==> src/hw/rtl/bprs_pkg.sv <==
`timescale 1ns / 1ps
// ----------------------------------------------------------------------------
// bprs_pkg
// Shared types and constants for the breathing ramp sequencer.
// ----------------------------------------------------------------------------
package bprs_pkg;

   localparam int DutyWidth  = 16;
   localparam int StepsWidth = 8;
   localparam int HoldWidth  = 15;
   localparam int CsrIdxWidth  = 3;
   localparam int CsrDataWidth = 16;

   localparam logic [HoldWidth-1:0] HoldMax = {HoldWidth{1'b1}};

   // register indexes of the configuration port
   localparam logic [CsrIdxWidth-1:0] CsrDutyTarget  = 3'd0;
   localparam logic [CsrIdxWidth-1:0] CsrDutyMinimum = 3'd1;
   localparam logic [CsrIdxWidth-1:0] CsrRampSteps   = 3'd2;
   localparam logic [CsrIdxWidth-1:0] CsrHoldBright  = 3'd3;
   localparam logic [CsrIdxWidth-1:0] CsrHoldDull    = 3'd4;

   localparam logic [StepsWidth-1:0] RampStepsReset = 8'd4;

   typedef enum logic [2:0] {
      PH_RAMP_ON   = 3'd0,
      PH_RAMP_UP   = 3'd1,
      PH_ON        = 3'd2,
      PH_HOLD_BRT  = 3'd3,
      PH_RAMP_OFF  = 3'd4,
      PH_RAMP_DOWN = 3'd5,
      PH_OFF       = 3'd6,
      PH_HOLD_DULL = 3'd7
   } phase_type;

   typedef struct packed {
      logic [DutyWidth-1:0]  duty_target;
      logic [DutyWidth-1:0]  duty_minimum;
      logic [StepsWidth-1:0] ramp_steps;
      logic [HoldWidth-1:0]  hold_bright_ticks;
      logic [HoldWidth-1:0]  hold_dull_ticks;
   } cfg_type;

endpackage

==> src/hw/rtl/pwm_breathing_ramp_sequencer.sv <==
`timescale 1ns / 1ps
// ----------------------------------------------------------------------------
// pwm_breathing_ramp_sequencer
// Breathing PWM sequencer: one tick beat in, one compare/enable/phase beat out.
// Path: an accepted tick is held in the input register; the combinational phase
// logic then loads the state/result registers once the result register drains.
// Throughput: 1 tick per cycle; limited only by the result register draining.
// Reset: synchronous, active high; clears both stages, phase goes to off and
// the configuration registers return to their defaults.
// ----------------------------------------------------------------------------
module pwm_breathing_ramp_sequencer
   import bprs_pkg::*;
(
   input  logic                    clock,
   input  logic                    reset,
   input  logic                    req_tvalid,
   output logic                    req_tready,
   input  logic [7:0]              req_tdata,   // [0] pwm_enable, [7:1] zero
   output logic                    rsp_tvalid,
   input  logic                    rsp_tready,
   output logic [23:0]             rsp_tdata,   // [15:0] compare_value, [16] output_on,
                                                // [19:17] phase, [23:20] zero
   input  logic                    csr_we,
   input  logic [CsrIdxWidth-1:0]  csr_index,
   input  logic [CsrDataWidth-1:0] csr_wdata
);

   cfg_type              cfg;
   logic                 in_valid_ff, in_valid_in;
   logic                 in_en_ff;
   logic                 out_valid_ff, out_valid_in;
   logic                 advance;
   logic                 req_fire;
   logic [DutyWidth-1:0] compare_value;
   logic                 output_on;
   phase_type            phase;

   // result register doubles as the sequencer state, so a tick only steps
   // once the previous result has left
   assign advance    = in_valid_ff && (!out_valid_ff || rsp_tready);
   assign req_tready = !in_valid_ff || advance;
   assign req_fire   = req_tvalid && req_tready;

   assign in_valid_in  = req_fire || (in_valid_ff && !advance);
   assign out_valid_in = advance || (out_valid_ff && !rsp_tready);

   always_ff @(posedge clock) begin
      if (reset) begin
         in_valid_ff  <= 1'b0;
         out_valid_ff <= 1'b0;
      end else begin
         in_valid_ff  <= in_valid_in;
         out_valid_ff <= out_valid_in;
      end
   end

   always_ff @(posedge clock) begin
      if (req_fire) begin
         in_en_ff <= req_tdata[0];
      end
   end

   bprs_csr u_csr (
      .clock     (clock),
      .reset     (reset),
      .csr_we    (csr_we),
      .csr_index (csr_index),
      .csr_wdata (csr_wdata),
      .cfg       (cfg)
   );

   bprs_core u_core (
      .clock         (clock),
      .reset         (reset),
      .step_en       (advance),
      .pwm_enable    (in_en_ff),
      .cfg           (cfg),
      .compare_value (compare_value),
      .output_on     (output_on),
      .phase         (phase)
   );

   assign rsp_tvalid = out_valid_ff;
   assign rsp_tdata  = {4'b0000, phase, output_on, compare_value};

endmodule

==> src/hw/rtl/bprs_csr.sv <==
`timescale 1ns / 1ps
// ----------------------------------------------------------------------------
// bprs_csr
// Configuration register file, write only.
// ----------------------------------------------------------------------------
module bprs_csr
   import bprs_pkg::*;
(
   input  logic                    clock,
   input  logic                    reset,
   input  logic                    csr_we,
   input  logic [CsrIdxWidth-1:0]  csr_index,
   input  logic [CsrDataWidth-1:0] csr_wdata,
   output cfg_type                 cfg
);

   cfg_type cfg_ff;
   cfg_type cfg_in;

   always_comb begin
      cfg_in = cfg_ff;
      if (csr_we) begin
         unique case (csr_index)
            CsrDutyTarget:  cfg_in.duty_target       = csr_wdata;
            CsrDutyMinimum: cfg_in.duty_minimum      = csr_wdata;
            CsrRampSteps:   cfg_in.ramp_steps        = csr_wdata[StepsWidth-1:0];
            CsrHoldBright:  cfg_in.hold_bright_ticks = csr_wdata[HoldWidth-1:0];
            CsrHoldDull:    cfg_in.hold_dull_ticks   = csr_wdata[HoldWidth-1:0];
            default: ;
         endcase
      end
   end

   always_ff @(posedge clock) begin
      if (reset) begin
         cfg_ff.duty_target       <= '0;
         cfg_ff.duty_minimum      <= '0;
         cfg_ff.ramp_steps        <= RampStepsReset;
         cfg_ff.hold_bright_ticks <= '0;
         cfg_ff.hold_dull_ticks   <= '0;
      end else begin
         cfg_ff <= cfg_in;
      end
   end

   assign cfg = cfg_ff;

endmodule

==> src/hw/rtl/bprs_core.sv <==
`timescale 1ns / 1ps
// ----------------------------------------------------------------------------
// bprs_core
// Phase sequencer and level datapath; one tick per step enable.
// ----------------------------------------------------------------------------
module bprs_core
   import bprs_pkg::*;
(
   input  logic                 clock,
   input  logic                 reset,
   input  logic                 step_en,
   input  logic                 pwm_enable,
   input  cfg_type              cfg,
   output logic [DutyWidth-1:0] compare_value,
   output logic                 output_on,
   output phase_type            phase
);

   phase_type             phase_ff, phase_in;
   logic [DutyWidth-1:0]  level_ff, level_in;
   logic [DutyWidth-1:0]  step_ff, step_in;
   logic [StepsWidth-1:0] cnt_ff, cnt_in;
   logic [HoldWidth-1:0]  hold_ff, hold_in;
   logic [DutyWidth-1:0]  cmp_ff, cmp_in;
   logic                  on_ff, on_in;

   logic [DutyWidth:0]    up_sum;
   logic [DutyWidth-1:0]  up_sat;
   logic                  up_more;
   logic                  down_more;
   logic [HoldWidth-1:0]  hold_thr;
   logic                  hold_over;
   logic [HoldWidth-1:0]  hold_tick;

   assign up_sum    = {1'b0, level_ff} + {1'b0, step_ff};
   assign up_sat    = up_sum[DutyWidth] ? {DutyWidth{1'b1}} : up_sum[DutyWidth-1:0];
   assign up_more   = cnt_ff < cfg.ramp_steps;
   assign down_more = ({1'b0, cnt_ff} + 9'd1) < {1'b0, cfg.ramp_steps};
   assign hold_thr  = (phase_ff == PH_HOLD_BRT) ? cfg.hold_bright_ticks
                                                : cfg.hold_dull_ticks;
   assign hold_over = hold_ff > hold_thr;
   // hold count sticks at its top value
   assign hold_tick = hold_over ? '0 :
                      (hold_ff == HoldMax) ? hold_ff : hold_ff + 1'b1;

   // next phase
   always_comb begin
      phase_in = phase_ff;
      if (!pwm_enable) begin
         phase_in = PH_RAMP_ON;
      end else begin
         unique case (phase_ff)
            PH_RAMP_ON:   phase_in = PH_RAMP_UP;
            PH_RAMP_UP:   phase_in = up_more ? PH_RAMP_UP : PH_ON;
            PH_ON:        phase_in = PH_HOLD_BRT;
            PH_HOLD_BRT:  phase_in = hold_over ? PH_RAMP_OFF : PH_HOLD_BRT;
            PH_RAMP_OFF:  phase_in = PH_RAMP_DOWN;
            PH_RAMP_DOWN: phase_in = down_more ? PH_RAMP_DOWN : PH_OFF;
            PH_OFF:       phase_in = PH_HOLD_DULL;
            PH_HOLD_DULL: phase_in = hold_over ? PH_RAMP_ON : PH_HOLD_DULL;
            default:      phase_in = PH_RAMP_ON;
         endcase
      end
   end

   // datapath and outputs
   always_comb begin
      level_in = level_ff;
      step_in  = step_ff;
      cnt_in   = cnt_ff;
      hold_in  = hold_ff;
      cmp_in   = cmp_ff;
      on_in    = on_ff;
      if (!pwm_enable) begin
         cmp_in = '0;
         on_in  = 1'b0;
      end else begin
         unique case (phase_ff)
            PH_RAMP_ON: begin
               cmp_in   = cfg.duty_minimum;
               on_in    = 1'b1;
               level_in = '0;
               step_in  = cfg.duty_target >> 2;
               cnt_in   = '0;
            end
            PH_RAMP_UP: begin
               if (up_more) begin
                  cnt_in   = cnt_ff + 1'b1;
                  level_in = (level_ff < cfg.duty_target) ? up_sat : cfg.duty_target;
               end else begin
                  level_in = cfg.duty_target;
               end
               cmp_in = level_in;
            end
            PH_ON: begin
               cmp_in  = level_ff;
               hold_in = '0;
            end
            PH_HOLD_BRT, PH_HOLD_DULL: begin
               hold_in = hold_tick;
            end
            PH_RAMP_OFF: begin
               level_in = cfg.duty_target;
               step_in  = cfg.duty_target >> 2;
               cnt_in   = '0;
            end
            PH_RAMP_DOWN: begin
               if (down_more) begin
                  cnt_in = cnt_ff + 1'b1;
                  if (level_ff > step_ff) begin
                     level_in = level_ff - step_ff;
                  end
               end else begin
                  level_in = cfg.duty_minimum;
               end
               cmp_in = level_in;
            end
            PH_OFF: begin
               cmp_in  = '0;
               on_in   = 1'b0;
               hold_in = '0;
            end
            default: ;
         endcase
      end
   end

   always_ff @(posedge clock) begin
      if (reset) begin
         phase_ff <= PH_OFF;
         level_ff <= '0;
         step_ff  <= '0;
         cnt_ff   <= '0;
         hold_ff  <= '0;
         cmp_ff   <= '0;
         on_ff    <= 1'b0;
      end else if (step_en) begin
         phase_ff <= phase_in;
         level_ff <= level_in;
         step_ff  <= step_in;
         cnt_ff   <= cnt_in;
         hold_ff  <= hold_in;
         cmp_ff   <= cmp_in;
         on_ff    <= on_in;
      end
   end

   assign compare_value = cmp_ff;
   assign output_on     = on_ff;
   assign phase         = phase_ff;

endmodule
==> config.mk <==
export PLATFORM = sky130hd
export DESIGN_NAME = pwm_breathing_ramp_sequencer
export DESIGN_NICKNAME = d
export VERILOG_FILES = /design/src/hw/rtl/bprs_pkg.sv /design/src/hw/rtl/pwm_breathing_ramp_sequencer.sv /design/src/hw/rtl/bprs_csr.sv /design/src/hw/rtl/bprs_core.sv
export SDC_FILE = /design/constraint.sdc
export NUM_CORES = 1
export LEC_CHECK = 0
export ABC_AREA = 1
export BUFFER_PORTS_ARGS = -buffer_cell sky130_fd_sc_hd__clkbuf_2
export CAP_MARGIN = 25
export CORE_MARGIN = 2
export CORE_UTILIZATION = 60
export DETAILED_ROUTE_END_ITERATION = 10
export GPL_ROUTABILITY_DRIVEN = 0
export PLACE_DENSITY = 0.85
export SLEW_MARGIN = 0
export SYNTH_ARGS = -nofsm -noshare
export SYNTH_HDL_FRONTEND = slang
export SYNTH_HIERARCHICAL = 1
export SYNTH_SLANG_ARGS = --single-unit
==> constraint.sdc <==
create_clock -name clock -period 4 [get_ports clock]
set_input_delay 0 -clock clock [delete_from_list [all_inputs] [get_ports clock]]
set_output_delay 0 -clock clock [all_outputs]
set_load 0.1 [all_outputs]
==> metrics <==
GRT Resource Usage Total 33.0%; Mean Syn Cell Area 6.15 um2; mapped cell area between 10,000 and 15,000 um2; setup TNS 0 ns; status completed; non-filler cells, final ~2,000; multiplexer area fraction after synthesis ~1.4%; Clock Latency Late Sink 0.43 ns; Post-DP HPWL between 20 and 25 mm; H-Tree Depth 4; Final ANT Viol Nets 0; port buffer count 46; Rel. slew slack 40.1%; synthesized instance count 1,743; overall power 0.00383 W; simple-gate share of the synthesized area 40.4%; layout cells sized above 1 8.12%; R2R depth 17; FF-to-FF End u_core/hold_ff[13]; Setup violations, final 0; FF-to-FF Start u_core/phase[1]; Synth Warn # 6; Worst setup startpoint u_core/phase[1]; Power per Cell Area 326 nW/um2; largest family of logic cells by synthesized area simple AND/OR/NAND/NOR gates; pin count of the biggest net entering global routing 71; Synth Area in Adders 9.02%; WP data required 4.36 ns; nets 1,881; worst-margin pin slew between 0.8 and 0.9 ns; Seq cells post-synth about 150; Pins Over Slew Limit 0; CTS tree built; row count 48; total gr overflow 0; core area 17,400 um2; drt pass-1 iters 5; Leak ~5.7 nW; Total Routed Length just over 30 mm; antenna diode count 0; CP Max Fanout 16; die height 138 um; Starting DRT DRC Count 1,065; clock sink total 146; commonest non-fill, non-tap cell in the layout nand2_1; fraction of the mapped netlist area in compound gates 8.91%; Async S/R FF share, synth 0%; Worst setup EP type flip-flop; Clock transition at path regs 0.06 ns; Die X between 100 and 150 um; Netlist cell types 43; max cap viols 0; top_reg_cell synth dfxtp_1; Layout fillers 1,509; Worst EP arrival 4.04 ns; die area approximately 19,000 um2; clock tree buffer depth 2; sequential share of the synthesized area 27.4%; Tmin final 3.68 ns; CP endpoint u_core/hold_ff[13]; WL/cell 15.4 um; Worst Setup Start Kind flip-flop; Root Buffer clkbuf_16; Post-CTS Setup Bufs 0; xor/xnor share of the synthesized area approximately 1.7%; IO Count between 50 and 60; clock buffer count from CTS 17; Clock Skews ~0.0069 ns; fmax 272 MHz; RSZ-0062 raised after global routing false; vias in the first global route around 11,000; Post-synth EDFFs 1; initial antenna violation count 0; DR vias/cell between 5 and 6; Vias 11,500; Area Growth Syn to Fin 9.79%; Final Hold Viols 0; commonest cells after routing, fill and taps aside nand2_1, nor2_1, inv_1, nand3_1, dfxtp_1; Peak VDD IR 0.336 mV; DRC 0; Hold Crit Class input pin to flip-flop; Placed Cells between 1,500 and 2,000; effective utilization at floorplan 61.7%; crit share post-route 91.9%; final hold slack 0.0215 ns; r2r setup slk 0.32 ns; critical path class flip-flop to flip-flop; first-pass GRT wire length 49.5 mm
cell families after synthesis:
family                   count (synthesis)
AO/OA/AOI/OAI                          182
XOR/XNOR                                21
adder cells (fa/ha/maj)                 76
buffers and inverters                  292
flip-flops                             146
multiplexers                            15
other                                    1
AND/OR/NAND/NOR                       1010
power breakdown:
| group | total (W) | leakage [nW] | internal (W) | switching, W |
|---|---|---|---|---|
| combinational | 0.000667 | 4.20 | 0.000181 | 0.000486 |
| sequential | 0.00153 | 1.18 | 0.00149 | 0.0000324 |
| clock | 0.00164 | 0.293 | 0.00103 | 0.000611 |
sequential cells by signal, indices dropped and copies added, names as in the netlist:
signal / cells
u_core/hold_ff: 15
u_csr/cfg: 70
u_core/phase: 3
u_core/step_ff: 14
u_core/compare_value: 16
in_en_ff: 1
u_core/level_ff: 16
rsp_tvalid: 1
in_valid_ff: 1
u_core/cnt_ff: 8
u_core/output_on: 1
what timing repair did:
item	in CTS	in global routing
setup endpoints to repair	0	0
hold buffers	16	0
endpoints found under the hold margin	50	0
resized for setup	0	0
routing by layer:
| metal | routed length [um] | vias to the layer above | GRT usage, % |
|---|---|---|---|
| li1 | - | 5575 | - |
| met1 | 12500 | 5206 | 40.3 |
| met2 | 14500 | 563 | 55.8 |
| met3 | 2570 | 110 | 5.59 |
| met4 | 1400 | 0 | 16.6 |
| met5 | 0 | - | 0 |
synthesized netlist by cell type, types with 19 or more instances:
cell / instances / area share (%)
nand2_1: 489 / 17
ha_1: 74 / 8.6
o21ai_0: 38 / 1.8
nand3_1: 189 / 8.8
clkbuf_1: 19 / 0.67
xor2_1: 20 / 1.6
nor3_1: 27 / 1.3
nor2_1: 239 / 8.4
inv_1: 213 / 7.5
a21oi_1: 126 / 5.9
buf_2: 20 / 0.93
dfxtp_1: 145 / 27
final cells by class:
class	instances	area [um2]	share of cell area, %
inverters	229	860	7.31
well taps	225	282	2.39
clock inverters	9	129	1.10
repair buffers	71	483	4.11
multi-input cells	1308	6600	56.1
flip-flops and latches	146	2930	24.9
clock buffers	23	478	4.06
worst min path at each step:
stage                      start            end  slack, ns  cells past startpoint
floorplan                  reset    in_valid_ff       0.06                      1
global placement    req_tdata[0]       in_en_ff       0.18                      1
detailed placement  req_tdata[0]       in_en_ff       0.18                      1
CTS                 csr_wdata[6]  u_csr/cfg[60]       0.01                      5
global route        csr_wdata[6]  u_csr/cfg[60]       0.04                      5
finish              csr_wdata[4]  u_csr/cfg[58]       0.02                      5
worst max-delay path: stages (launching register included):
cell and delay [ns]:
dfxtp_1 0.49, nand2_1 0.15, nor2_1 0.12, buf_4 0.30
mux2i_1 0.31, ha_1 0.31, nand2_1 0.13, nor2_1 0.06
nor2_1 0.12, nand3_1 0.11, nand3_1 0.08, nand2_1 0.05
nand2_1 0.21, nand3_1 0.41, nand2_2 0.42, nand2_1 0.09
o21a_1 0.11, nor2_1 0.10
metrics by stage:
stage               setup WS [ns]  instance area, um2  utilization [%]
floorplan                   0.283               10700                -
global placement            0.685               11000             63.1
detailed placement          0.575               11000             63.1
CTS                         0.468               11700             67.5
global route                0.198               11800             67.8
finish                      0.322               11800             67.8
Power figures use the tool's default switching activity.
